### config.mk
export PLATFORM = sky130hd
export DESIGN_NAME = monitor_command_line_parser
export DESIGN_NICKNAME = d
export VERILOG_FILES = /design/src/mclp_pkg.sv /design/src/mclp_match.sv /design/src/mclp_state.sv /design/src/monitor_command_line_parser.sv
export VERILOG_INCLUDE_DIRS = /design/src /design/src/src
export SDC_FILE = /design/constraint.sdc
export NUM_CORES = 1
export LEC_CHECK = 0
export BUFFER_PORTS_ARGS = -buffer_cell sky130_fd_sc_hd__buf_2
export CAP_MARGIN = 40
export CORE_UTILIZATION = 45
export DETAILED_ROUTE_END_ITERATION = 8
export PLACE_DENSITY_LB_ADDON = 0.3
export SLEW_MARGIN = 15
export SYNTH_ARGS = -nofsm -noshare
export SYNTH_HDL_FRONTEND = slang
export SYNTH_SLANG_ARGS = --single-unit
### constraint.sdc
create_clock -name clk -period 9.6 [get_ports clk]
set_clock_uncertainty 0.1 [all_clocks]
set_input_delay 1.92 -clock clk [delete_from_list [all_inputs] [get_ports clk]]
set_output_delay 1.92 -clock clk [all_outputs]
set_load 0.02 [all_outputs]
### src/assert_macros.svh
// Assertion macros used by the parser RTL.
// Both macros expect signals named clk and rst in the scope of use.
`ifndef ASSERT_MACROS_SVH
`define ASSERT_MACROS_SVH

// Same-cycle implication, disabled during reset.
`define ASSERT_IMPL(label, ante, cons, msg) \
  label: assert property (@(posedge clk) disable iff (rst) (ante) |-> (cons)) \
    else $error(msg);

// Next-cycle implication, disabled during reset.
`define ASSERT_NEXT(label, ante, cons, msg) \
  label: assert property (@(posedge clk) disable iff (rst) (ante) |=> (cons)) \
    else $error(msg);

`endif

### src/mclp_pkg.sv
// Shared types, codes and name tables of the command line parser.
// No dependencies; used by every module of the parser.
`timescale 1ns / 1ps

package mclp_pkg;

  localparam int TOKEN_MAX_DEF = 24;
  localparam int LINE_MAX_DEF  = 128;
  localparam int ADDR_BITS_DEF = 32;

  // Bytes kept of the command word and of the argument word.
  localparam int CMD_KEEP = 5;
  localparam int ARG_KEEP = 6;

  localparam int POS_W      = 8;
  localparam int REG_W      = 5;
  localparam int ADDR_OUT_W = 32;

  typedef enum logic [3:0] {
    CMD_EMPTY = 4'd0,
    CMD_ERROR = 4'd1,
    CMD_EXIT  = 4'd2,
    CMD_PEEK  = 4'd3,
    CMD_POKE  = 4'd4,
    CMD_ECHO  = 4'd5,
    CMD_REGS  = 4'd6,
    CMD_BIOS  = 4'd7,
    CMD_HELP  = 4'd8,
    CMD_INT   = 4'd9,
    CMD_CPUID = 4'd10
  } command_t;

  typedef enum logic [1:0] {
    ERR_NONE    = 2'd0,
    ERR_EXTRA   = 2'd1,
    ERR_USAGE   = 2'd2,
    ERR_INVALID = 2'd3
  } error_t;

  typedef struct packed {
    command_t         cmd;
    logic             reg_hit;
    logic [REG_W-1:0] reg_idx;
  } match_t;

  typedef struct packed {
    command_t              command;
    error_t                error_code;
    logic [REG_W-1:0]      reg_index;
    logic [ADDR_OUT_W-1:0] address;
    logic                  addr_set;
    logic                  reg_set;
    logic [POS_W-1:0]      echo_start;
  } result_t;

  // Words are shifted in, so the first byte sits highest and a short word is
  // right-justified, the same way a string literal is.
  function automatic command_t cmd_lookup(input logic [8*CMD_KEEP-1:0] word);
    command_t code;
    case (word)
      40'("exit"):  code = CMD_EXIT;
      40'("peek"):  code = CMD_PEEK;
      40'("poke"):  code = CMD_POKE;
      40'("echo"):  code = CMD_ECHO;
      40'("regs"):  code = CMD_REGS;
      40'("bios"):  code = CMD_BIOS;
      40'("help"):  code = CMD_HELP;
      40'("int"):   code = CMD_INT;
      40'("cpuid"): code = CMD_CPUID;
      default:      code = CMD_ERROR;
    endcase
    return code;
  endfunction

  // The argument is stored upper case, so this table is upper case only.
  function automatic match_t reg_lookup(input logic [8*ARG_KEEP-1:0] word);
    match_t m;
    m.cmd     = CMD_EMPTY;
    m.reg_hit = 1'b1;
    case (word)
      48'("AL"):     m.reg_idx = 5'd0;
      48'("AH"):     m.reg_idx = 5'd1;
      48'("AX"):     m.reg_idx = 5'd2;
      48'("BL"):     m.reg_idx = 5'd3;
      48'("BH"):     m.reg_idx = 5'd4;
      48'("BP"):     m.reg_idx = 5'd5;
      48'("BX"):     m.reg_idx = 5'd6;
      48'("CL"):     m.reg_idx = 5'd7;
      48'("CH"):     m.reg_idx = 5'd8;
      48'("CS"):     m.reg_idx = 5'd9;
      48'("CX"):     m.reg_idx = 5'd10;
      48'("DL"):     m.reg_idx = 5'd11;
      48'("DH"):     m.reg_idx = 5'd12;
      48'("DI"):     m.reg_idx = 5'd13;
      48'("DS"):     m.reg_idx = 5'd14;
      48'("DX"):     m.reg_idx = 5'd15;
      48'("EAX"):    m.reg_idx = 5'd16;
      48'("EBX"):    m.reg_idx = 5'd17;
      48'("EBP"):    m.reg_idx = 5'd18;
      48'("ECX"):    m.reg_idx = 5'd19;
      48'("EDX"):    m.reg_idx = 5'd20;
      48'("EDI"):    m.reg_idx = 5'd21;
      48'("ES"):     m.reg_idx = 5'd22;
      48'("ESI"):    m.reg_idx = 5'd23;
      48'("ESP"):    m.reg_idx = 5'd24;
      48'("EFLAGS"): m.reg_idx = 5'd25;
      48'("FS"):     m.reg_idx = 5'd26;
      48'("GS"):     m.reg_idx = 5'd27;
      48'("SI"):     m.reg_idx = 5'd28;
      48'("SP"):     m.reg_idx = 5'd29;
      48'("SS"):     m.reg_idx = 5'd30;
      default: begin
        m.reg_hit = 1'b0;
        m.reg_idx = '0;
      end
    endcase
    return m;
  endfunction

endpackage

### src/mclp_match.sv
// Command word and register name decoder of the command line parser.
// Depends on mclp_pkg for the name tables and the match type.
`timescale 1ns / 1ps

module mclp_match #(
  parameter int TOKEN_MAX = mclp_pkg::TOKEN_MAX_DEF,
  localparam int LEN_W = $clog2(TOKEN_MAX + 1)
) (
  input  logic [8*mclp_pkg::CMD_KEEP-1:0] cmd_word,
  input  logic [LEN_W-1:0]                cmd_len,
  input  logic [8*mclp_pkg::ARG_KEEP-1:0] arg_word,
  input  logic [LEN_W-1:0]                arg_len,
  output mclp_pkg::match_t                match
);

  mclp_pkg::match_t reg_m;

  always_comb begin
    reg_m = mclp_pkg::reg_lookup(arg_word);
    // Words longer than what is kept can never match a name.
    if (cmd_len > LEN_W'(mclp_pkg::CMD_KEEP)) begin
      match.cmd = mclp_pkg::CMD_ERROR;
    end else begin
      match.cmd = mclp_pkg::cmd_lookup(cmd_word);
    end
    if (arg_len > LEN_W'(mclp_pkg::ARG_KEEP)) begin
      match.reg_hit = 1'b0;
      match.reg_idx = '0;
    end else begin
      match.reg_hit = reg_m.reg_hit;
      match.reg_idx = reg_m.reg_idx;
    end
  end

endmodule

### src/mclp_state.sv
// Parser state registers, per-byte update and line result of the parser.
// Depends on mclp_pkg and on mclp_match for name decoding.
`timescale 1ns / 1ps

module mclp_state #(
  parameter int TOKEN_MAX = mclp_pkg::TOKEN_MAX_DEF,
  parameter int LINE_MAX  = mclp_pkg::LINE_MAX_DEF,
  parameter int ADDR_BITS = mclp_pkg::ADDR_BITS_DEF
) (
  input  logic              clk,
  input  logic              rst,
  input  logic              go,
  input  logic [7:0]        char_q,
  output mclp_pkg::result_t result
);

  localparam int LEN_W = $clog2(TOKEN_MAX + 1);
  localparam int CW_W  = 8 * mclp_pkg::CMD_KEEP;
  localparam int AW_W  = 8 * mclp_pkg::ARG_KEEP;

  typedef enum logic [5:0] {
    PH_START = 6'b000001,
    PH_CMD   = 6'b000010,
    PH_GAP   = 6'b000100,
    PH_ARG   = 6'b001000,
    PH_DONE  = 6'b010000,
    PH_EXTRA = 6'b100000
  } phase_t;

  phase_t                           phase, phase_next;
  logic [mclp_pkg::POS_W-1:0]       line_pos, line_pos_next;
  logic [CW_W-1:0]                  cmd_word, cmd_word_next;
  logic [LEN_W-1:0]                 cmd_len, cmd_len_next;
  logic [AW_W-1:0]                  arg_word, arg_word_next;
  logic [LEN_W-1:0]                 arg_len, arg_len_next;
  logic                             arg_hex, arg_hex_next;
  logic [ADDR_BITS-1:0]             hex_value, hex_value_next;
  logic                             hex_bad, hex_bad_next;
  logic                             hex_ovf, hex_ovf_next;
  logic [mclp_pkg::POS_W-1:0]       echo_pos, echo_pos_next;

  mclp_pkg::match_t match;
  logic             is_sep;
  logic             digit_ok;
  logic [3:0]       digit;
  logic             bad_now;
  logic [63:0]      hex_wide;

  mclp_match #(
    .TOKEN_MAX(TOKEN_MAX)
  ) u_match (
    .cmd_word(cmd_word),
    .cmd_len (cmd_len),
    .arg_word(arg_word),
    .arg_len (arg_len),
    .match   (match)
  );

  function automatic logic [7:0] fold(input logic [7:0] c);
    if (c >= "a" && c <= "z") begin
      return c - 8'd32;
    end
    return c;
  endfunction

  always_comb begin
    is_sep = (char_q == 8'd32) || (char_q == 8'd9) || (char_q == 8'd10);

    digit_ok = 1'b1;
    if (char_q >= "a" && char_q <= "f") begin
      digit = 4'(char_q - "a" + 8'd10);
    end else if (char_q >= "A" && char_q <= "F") begin
      digit = 4'(char_q - "A" + 8'd10);
    end else if (char_q >= "0" && char_q <= "9") begin
      digit = 4'(char_q - "0");
    end else begin
      digit    = 4'h0;
      digit_ok = 1'b0;
    end
    bad_now = hex_bad || !digit_ok;

    phase_next     = phase;
    line_pos_next  = line_pos;
    cmd_word_next  = cmd_word;
    cmd_len_next   = cmd_len;
    arg_word_next  = arg_word;
    arg_len_next   = arg_len;
    arg_hex_next   = arg_hex;
    hex_value_next = hex_value;
    hex_bad_next   = hex_bad;
    hex_ovf_next   = hex_ovf;
    echo_pos_next  = echo_pos;

    if (char_q == 8'h00) begin
      // A terminator closes the line and brings every register back to reset.
      phase_next     = PH_START;
      line_pos_next  = '0;
      cmd_word_next  = '0;
      cmd_len_next   = '0;
      arg_word_next  = '0;
      arg_len_next   = '0;
      arg_hex_next   = 1'b0;
      hex_value_next = '0;
      hex_bad_next   = 1'b0;
      hex_ovf_next   = 1'b0;
      echo_pos_next  = '0;
    end else begin
      case (phase)
        PH_START: begin
          if (!is_sep) begin
            phase_next    = PH_CMD;
            cmd_word_next = CW_W'(char_q);
            cmd_len_next  = LEN_W'(1);
          end
        end
        PH_CMD: begin
          if (is_sep) begin
            phase_next = (match.cmd == mclp_pkg::CMD_ERROR) ? PH_DONE : PH_GAP;
          end else begin
            if (cmd_len < LEN_W'(mclp_pkg::CMD_KEEP)) begin
              cmd_word_next = {cmd_word[CW_W-9:0], char_q};
            end
            cmd_len_next = cmd_len + LEN_W'(1);
            // A cut word is longer than any command, so the line is invalid.
            if (cmd_len_next >= LEN_W'(TOKEN_MAX)) begin
              phase_next = PH_DONE;
            end
          end
        end
        PH_GAP, PH_ARG: begin
          if (phase == PH_ARG && is_sep) begin
            phase_next = PH_DONE;
          end else if (phase == PH_GAP && is_sep) begin
            phase_next = PH_GAP;
          end else if (phase == PH_GAP && match.cmd == mclp_pkg::CMD_ECHO) begin
            echo_pos_next = line_pos;
            phase_next    = PH_DONE;
          end else if (phase == PH_GAP && match.cmd != mclp_pkg::CMD_PEEK
                       && match.cmd != mclp_pkg::CMD_POKE) begin
            phase_next = PH_EXTRA;
          end else begin
            phase_next = PH_ARG;
            if (arg_len < LEN_W'(mclp_pkg::ARG_KEEP)) begin
              arg_word_next = {arg_word[AW_W-9:0], fold(char_q)};
            end
            if (arg_len == LEN_W'(1) && arg_word[7:0] == "0" && char_q == "x") begin
              arg_hex_next = 1'b1;
            end
            if (arg_hex) begin
              hex_bad_next = bad_now;
              if (!bad_now && !hex_ovf) begin
                if (hex_value[ADDR_BITS-1 -: 4] != 4'h0) begin
                  hex_ovf_next = 1'b1;
                end else begin
                  hex_value_next = {hex_value[ADDR_BITS-5:0], digit};
                end
              end
            end
            arg_len_next = arg_len + LEN_W'(1);
            if (arg_len_next >= LEN_W'(TOKEN_MAX)) begin
              phase_next = PH_DONE;
            end
          end
        end
        default: begin
        end
      endcase
      if (line_pos < mclp_pkg::POS_W'(LINE_MAX)) begin
        line_pos_next = line_pos + mclp_pkg::POS_W'(1);
      end
    end
  end

  // Line result, meaningful in the cycle that the terminator is processed.
  always_comb begin
    hex_wide          = 64'(hex_value);
    result.command    = mclp_pkg::CMD_EMPTY;
    result.error_code = mclp_pkg::ERR_NONE;
    result.reg_index  = '0;
    result.address    = '0;
    result.addr_set   = 1'b0;
    result.reg_set    = 1'b0;
    result.echo_start = '0;
    if (phase != PH_START) begin
      if (match.cmd == mclp_pkg::CMD_ERROR) begin
        result.command    = mclp_pkg::CMD_ERROR;
        result.error_code = mclp_pkg::ERR_INVALID;
      end else if (match.cmd == mclp_pkg::CMD_ECHO) begin
        result.command    = mclp_pkg::CMD_ECHO;
        result.echo_start = (phase == PH_CMD || phase == PH_GAP) ? line_pos : echo_pos;
      end else if (match.cmd == mclp_pkg::CMD_PEEK || match.cmd == mclp_pkg::CMD_POKE) begin
        if (arg_len == '0) begin
          result.command    = mclp_pkg::CMD_ERROR;
          result.error_code = mclp_pkg::ERR_USAGE;
        end else if (arg_hex) begin
          if (hex_bad || hex_ovf) begin
            result.command    = mclp_pkg::CMD_ERROR;
            result.error_code = mclp_pkg::ERR_USAGE;
          end else begin
            result.command  = match.cmd;
            result.addr_set = 1'b1;
            result.address  = hex_wide[mclp_pkg::ADDR_OUT_W-1:0];
          end
        end else if (!match.reg_hit) begin
          result.command    = mclp_pkg::CMD_ERROR;
          result.error_code = mclp_pkg::ERR_USAGE;
        end else begin
          result.command   = match.cmd;
          result.reg_set   = 1'b1;
          result.reg_index = match.reg_idx;
        end
      end else if (phase == PH_EXTRA) begin
        result.error_code = mclp_pkg::ERR_EXTRA;
        // help, int and cpuid fall back to the help text on extra input.
        result.command = (match.cmd >= mclp_pkg::CMD_HELP) ? mclp_pkg::CMD_HELP
                                                            : mclp_pkg::CMD_ERROR;
      end else begin
        result.command = match.cmd;
      end
    end
  end

  always_ff @(posedge clk) begin
    if (rst) begin
      phase     <= PH_START;
      line_pos  <= '0;
      cmd_word  <= '0;
      cmd_len   <= '0;
      arg_word  <= '0;
      arg_len   <= '0;
      arg_hex   <= 1'b0;
      hex_value <= '0;
      hex_bad   <= 1'b0;
      hex_ovf   <= 1'b0;
      echo_pos  <= '0;
    end else if (go) begin
      phase     <= phase_next;
      line_pos  <= line_pos_next;
      cmd_word  <= cmd_word_next;
      cmd_len   <= cmd_len_next;
      arg_word  <= arg_word_next;
      arg_len   <= arg_len_next;
      arg_hex   <= arg_hex_next;
      hex_value <= hex_value_next;
      hex_bad   <= hex_bad_next;
      hex_ovf   <= hex_ovf_next;
      echo_pos  <= echo_pos_next;
    end
  end

endmodule

### src/monitor_command_line_parser.sv
// Debug-monitor command line parser, one byte per beat, one result per line.
// A terminator byte passes the input register, then its line result is registered.
// Throughput: one byte per cycle; only a terminator waits in the input register,
// and only while the previous line result is still stalled at the output.
// Reset: synchronous active-high rst clears the parser to the start of a line.
// Depends on mclp_pkg, mclp_state and assert_macros.svh.
`timescale 1ns / 1ps

`include "assert_macros.svh"

module monitor_command_line_parser #(
  parameter int TOKEN_MAX = mclp_pkg::TOKEN_MAX_DEF,
  parameter int LINE_MAX  = mclp_pkg::LINE_MAX_DEF,
  parameter int ADDR_BITS = mclp_pkg::ADDR_BITS_DEF
) (
  input  logic                              clk,
  input  logic                              rst,
  input  logic                              in_valid,
  output logic                              in_stall,
  input  logic [7:0]                        char_in,
  output logic                              out_valid,
  input  logic                              out_stall,
  output logic [3:0]                        command,
  output logic [1:0]                        error_code,
  output logic [mclp_pkg::REG_W-1:0]        reg_index,
  output logic [mclp_pkg::ADDR_OUT_W-1:0]   address,
  output logic                              addr_set,
  output logic                              reg_set,
  output logic [mclp_pkg::POS_W-1:0]        echo_start
);

  logic              s1_valid;
  logic [7:0]        s1_char;
  logic              s1_go;
  logic              out_free;
  logic              in_take;
  mclp_pkg::result_t result;
  mclp_pkg::result_t res_q;
  logic              s1_term;
  logic              s1_plain;
  logic              res_empty;
  logic              res_clean;
  logic              res_echo;

  // Only a terminator needs room in the result register; other bytes always flow.
  assign out_free = !out_valid || !out_stall;
  assign s1_go    = s1_valid && (s1_char != 8'h00 || out_free);
  assign in_stall = s1_valid && !s1_go;
  assign in_take  = in_valid && !in_stall;

  mclp_state #(
    .TOKEN_MAX(TOKEN_MAX),
    .LINE_MAX (LINE_MAX),
    .ADDR_BITS(ADDR_BITS)
  ) u_state (
    .clk   (clk),
    .rst   (rst),
    .go    (s1_go),
    .char_q(s1_char),
    .result(result)
  );

  always_ff @(posedge clk) begin
    if (rst) begin
      s1_valid <= 1'b0;
    end else if (in_take) begin
      s1_valid <= 1'b1;
    end else if (s1_go) begin
      s1_valid <= 1'b0;
    end
  end

  always_ff @(posedge clk) begin
    if (in_take) begin
      s1_char <= char_in;
    end
  end

  always_ff @(posedge clk) begin
    if (rst) begin
      out_valid <= 1'b0;
    end else if (s1_go && s1_char == 8'h00) begin
      out_valid <= 1'b1;
    end else if (!out_stall) begin
      out_valid <= 1'b0;
    end
  end

  always_ff @(posedge clk) begin
    if (s1_go && s1_char == 8'h00) begin
      res_q <= result;
    end
  end

  assign command    = res_q.command;
  assign error_code = res_q.error_code;
  assign reg_index  = res_q.reg_index;
  assign address    = res_q.address;
  assign addr_set   = res_q.addr_set;
  assign reg_set    = res_q.reg_set;
  assign echo_start = res_q.echo_start;

  assign s1_term   = s1_valid && s1_char == 8'h00;
  assign s1_plain  = s1_go && s1_char != 8'h00;
  assign res_empty = command == mclp_pkg::CMD_EMPTY;
  assign res_clean = !addr_set && !reg_set && error_code == mclp_pkg::ERR_NONE;
  assign res_echo  = command == mclp_pkg::CMD_ECHO;

  `ASSERT_IMPL(a_rise_from_term, $rose(out_valid), $past(s1_term), "result without terminator")
  `ASSERT_IMPL(a_one_arg_kind, out_valid, !(addr_set && reg_set), "address and register both set")
  `ASSERT_IMPL(a_empty_clean, out_valid && res_empty, res_clean, "empty line carries flags")
  `ASSERT_IMPL(a_echo_only, out_valid && echo_start != '0, res_echo, "echo position on non-echo")
  `ASSERT_NEXT(a_plain_no_result, s1_plain && !out_valid, !out_valid, "plain byte made a result")

endmodule
==> results.py <==
metrics = {
    "status": {
        "status": "complete, no violations",
    },
    "logic_synthesis": {
        "ys_types": 79,
        "async_flop_share_pct": 0,
        "yosysWarnings": 0,
        "synth_seq_cells": 218,
        "syn_nets": 1219,
        "syn_area_per_cell_sq_um": 8.74,
        "synth-seq-area-share_pct": 47.7,
        "synth_edf_count": 61,
        "synth_area_sq_mm": 0.0104,
        "syn_inst": 1193,
        "synthFlopType": "dfxtp_1",
    },
    "detailed_routing": {
        "final_antenna_net_count": 0,
        "drt-total-wl_microns": 25000,
        "drt_pass1_iterations": 7,
        "vias_per_cell": 5.74,
        "drtIter0Drc": 585,
        "drc": 0,
        "wl_per_cell_microns": 16.4,
        "vias": 8770,
    },
    "sta": {
        "fmaxAchievable_mhz": 207,
        "setup_tns_ns": 0,
        "rsz0062_at_grt": "false",
        "tightest_slew_ns": 0.860,
        "whs_ns": 0.356,
        "setup_slack_ns": 4.78,
        "slew_viol_final": 0,
        "max_slew_margin_pct": 42.1,
        "finalHoldViolCount": 0,
        "fin_crit_ns": 4.82,
        "period_share_pct": 50.2,
        "setup_violations": 0,
    },
    "critical_path": {
        "rr_worst_depth": 11,
        "cp_data_arrival_time_ns": 2.80,
        "reg2reg_to": "u_state.hex_value[13]",
        "worstSetupStartpoint": "s1_char[0]",
        "r2r_start": "s1_char[0]",
        "required_ns": 7.58,
        "reg2reg_slack_ns": 5.72,
        "cp-start-kind": "register",
        "crit_path_end": "in_stall",
        "crit_fanout": 14,
        "criticalPathCategory": "register to output pin",
        "end_kind": "output pin",
    },
    "place": {
        "dp_hpwl_microns": 16800,
        "portBuffers": 66,
        "dp_slack_ns": 5.06,
        "gp_congestion": 0.903,
    },
    "hold_path": {
        "hold_path_class": "register to register",
        "min_delay_path_depth": 2,
    },
    "clocking": {
        "cts_tree": "built",
        "h-tree-depth": 1,
        "cts_setup_buffers": 0,
        "cts_resized": 0,
        "ctsHoldBuffers": 0,
        "root_buffer": "clkbuf_16",
        "cts.sinks": 218,
        "cts_buffers": 24,
        "clock_latency_ns": 0.51,
        "cts_buffer_depth": 3,
        "clk_pin_slew_ns": 0.06,
    },
    "cells_and_area": {
        "area_delta_synth_final_pct": 12.8,
        "nets": 1252,
        "n_antenna_cell": 0,
        "final_cell_mix": "176 x nand2_1, 157 x dfxtp_1, 146 x a21oi_1",
        "drive_gt1_share_pct": 12.3,
        "n_fill_cell": 2128,
        "layout_commonest_cell": "nand2_1",
    },
    "floorplanning": {
        "die_y_microns": 154,
        "row_count": 55,
        "core_area_sq_mm": 0.0227,
        "ios": 67,
        "initial_core_util_pct": 45.9,
        "die_area_sq_mm": 0.0238,
        "die_w_microns": 154,
    },
    "run": {
        "drv_cap": 0,
    },
    "global_route": {
        "grt_first_pass_wirelength_microns": 41400,
        "grt.total_usage_pct": 21.0,
        "overflow": 0,
        "antenna_found_initial": 0,
        "grt_max_degree": 78,
        "grt_pass1_vias": 7973,
    },
    "power": {
        "p_leak_nw": 4.12,
        "powerDensity_mw_per_mm2": 169,
        "max-vdd-ir-drop_mv": 0.0873,
    },
}
power by group:
part	leakage, nW	internal [mW]	total, mW	switching, mW
registers	1.95	0.948	0.962	0.0136
logic	1.77	0.0198	0.0650	0.0452
clock network	0.399	0.583	0.956	0.373
metal layers:
metal	track usage [%]	routed length, microns
met3	3.00	1210
met5	0	0
met1	30.0	12200
met4	5.14	393
met2	33.4	11300
Yosys cell counts (4+ instances only):
master	number	area [sq um]
nand4b_1	11	96.3
a22o_1	8	70.1
or4_1	4	30.0
buf_1	7	26.3
and3_1	11	68.8
nand3_1	130	651
nand2_1	176	661
mux2i_1	11	110
nor2_1	77	289
and4b_1	4	40.0
dfxtp_1	157	3140
inv_1	17	63.8
o21ai_0	31	155
buf_6	9	101
a31oi_1	6	37.5
nor3b_1	8	60.1
a21oi_2	4	35.0
nor2b_1	8	50.1
o22ai_1	4	25.0
and4bb_2	4	50.1
xor2_1	11	96.3
a211oi_1	11	82.6
clkbuf_1	40	150
a21oi_1	146	731
buf_2	12	60.1
o21a_1	5	37.5
buf_4	5	37.5
and2_1	38	238
or3_1	6	37.5
edfxtp_1	61	1830
nand4_1	22	138
nor4_1	18	113
nand3b_1	5	37.5
nand2b_1	11	68.8
ha_1	14	175
nor3_1	28	140
per-stage QoR:
step | power (mW) | instance area, sq um | utilization [%] | cells
2_1_floorplan | 1.03 | 10400 | - | 1193
3_5_place_dp | 1.05 | 10900 | 48.1 | 1485
3_3_place_gp | 1.05 | 10800 | 47.6 | 1478
6_report | 1.98 | 11800 | 51.8 | 1529
4_1_cts | 2.00 | 11800 | 51.8 | 1529
5_1_grt | 2.05 | 11800 | 51.8 | 1529
state kept, by name, indices dropped and copies added, names as in the netlist, 4 cells and up:
signal             flops
u_state.line_pos       8
u_state.arg_len        5
u_state.cmd_len        5
u_state.echo_pos       8
echo_start             8
u_state.cmd_word      40
reg_index              5
address               32
s1_char                8
u_state.arg_word      48
u_state.phase          6
command                4
u_state.hex_value     32
worst max-delay path, cell delays in order (launching register included):
cell,delay [ns]
edfxtp_1,0.48
inv_1,0.18
ha_1,0.26
or4b_4,0.50
nor4_2,0.14
buf_4,0.27
nand2_1,0.10
nor2_1,0.16
buf_2,0.19
how the worst min path moves through the flow:
| stage | startpoint | endpoint | slack, ns |
|---|---|---|---|
| 5_1_grt | u_state.arg_word[45] | u_state.arg_word[45] | 0.37 |
| 4_1_cts | u_state.arg_word[45] | u_state.arg_word[45] | 0.36 |
| 6_report | u_state.hex_ovf | u_state.hex_ovf | 0.36 |
| 3_5_place_dp | u_state.arg_word[45] | u_state.arg_word[45] | 0.35 |
| 2_1_floorplan | u_state.arg_word[44] | u_state.arg_word[44] | 0.33 |
| 3_3_place_gp | u_state.arg_word[44] | u_state.arg_word[44] | 0.34 |
cell type report:
type	count	area [sq um]	area share, %
Clock buffer	32	682	5.80
Clock inverter	12	154	1.31
Inverter	17	63.8	0.543
Multi-Input combinational cell	884	5030	42.8
Sequential cell	218	4970	42.3
Tap cell	285	357	3.03
Timing Repair Buffer	81	497	4.22
kinds of logic after synthesis:
logic type | after synthesis | share of synthesized area, %
buf+inv | 91 | 4.26
mux | 12 | 1.16
flops | 218 | 47.7
compound gates | 257 | 14.9
simple gates | 590 | 29.4
xor+xnor | 11 | 0.924
fa+ha+maj | 14 | 1.68
Power figures use the tool's default switching activity.
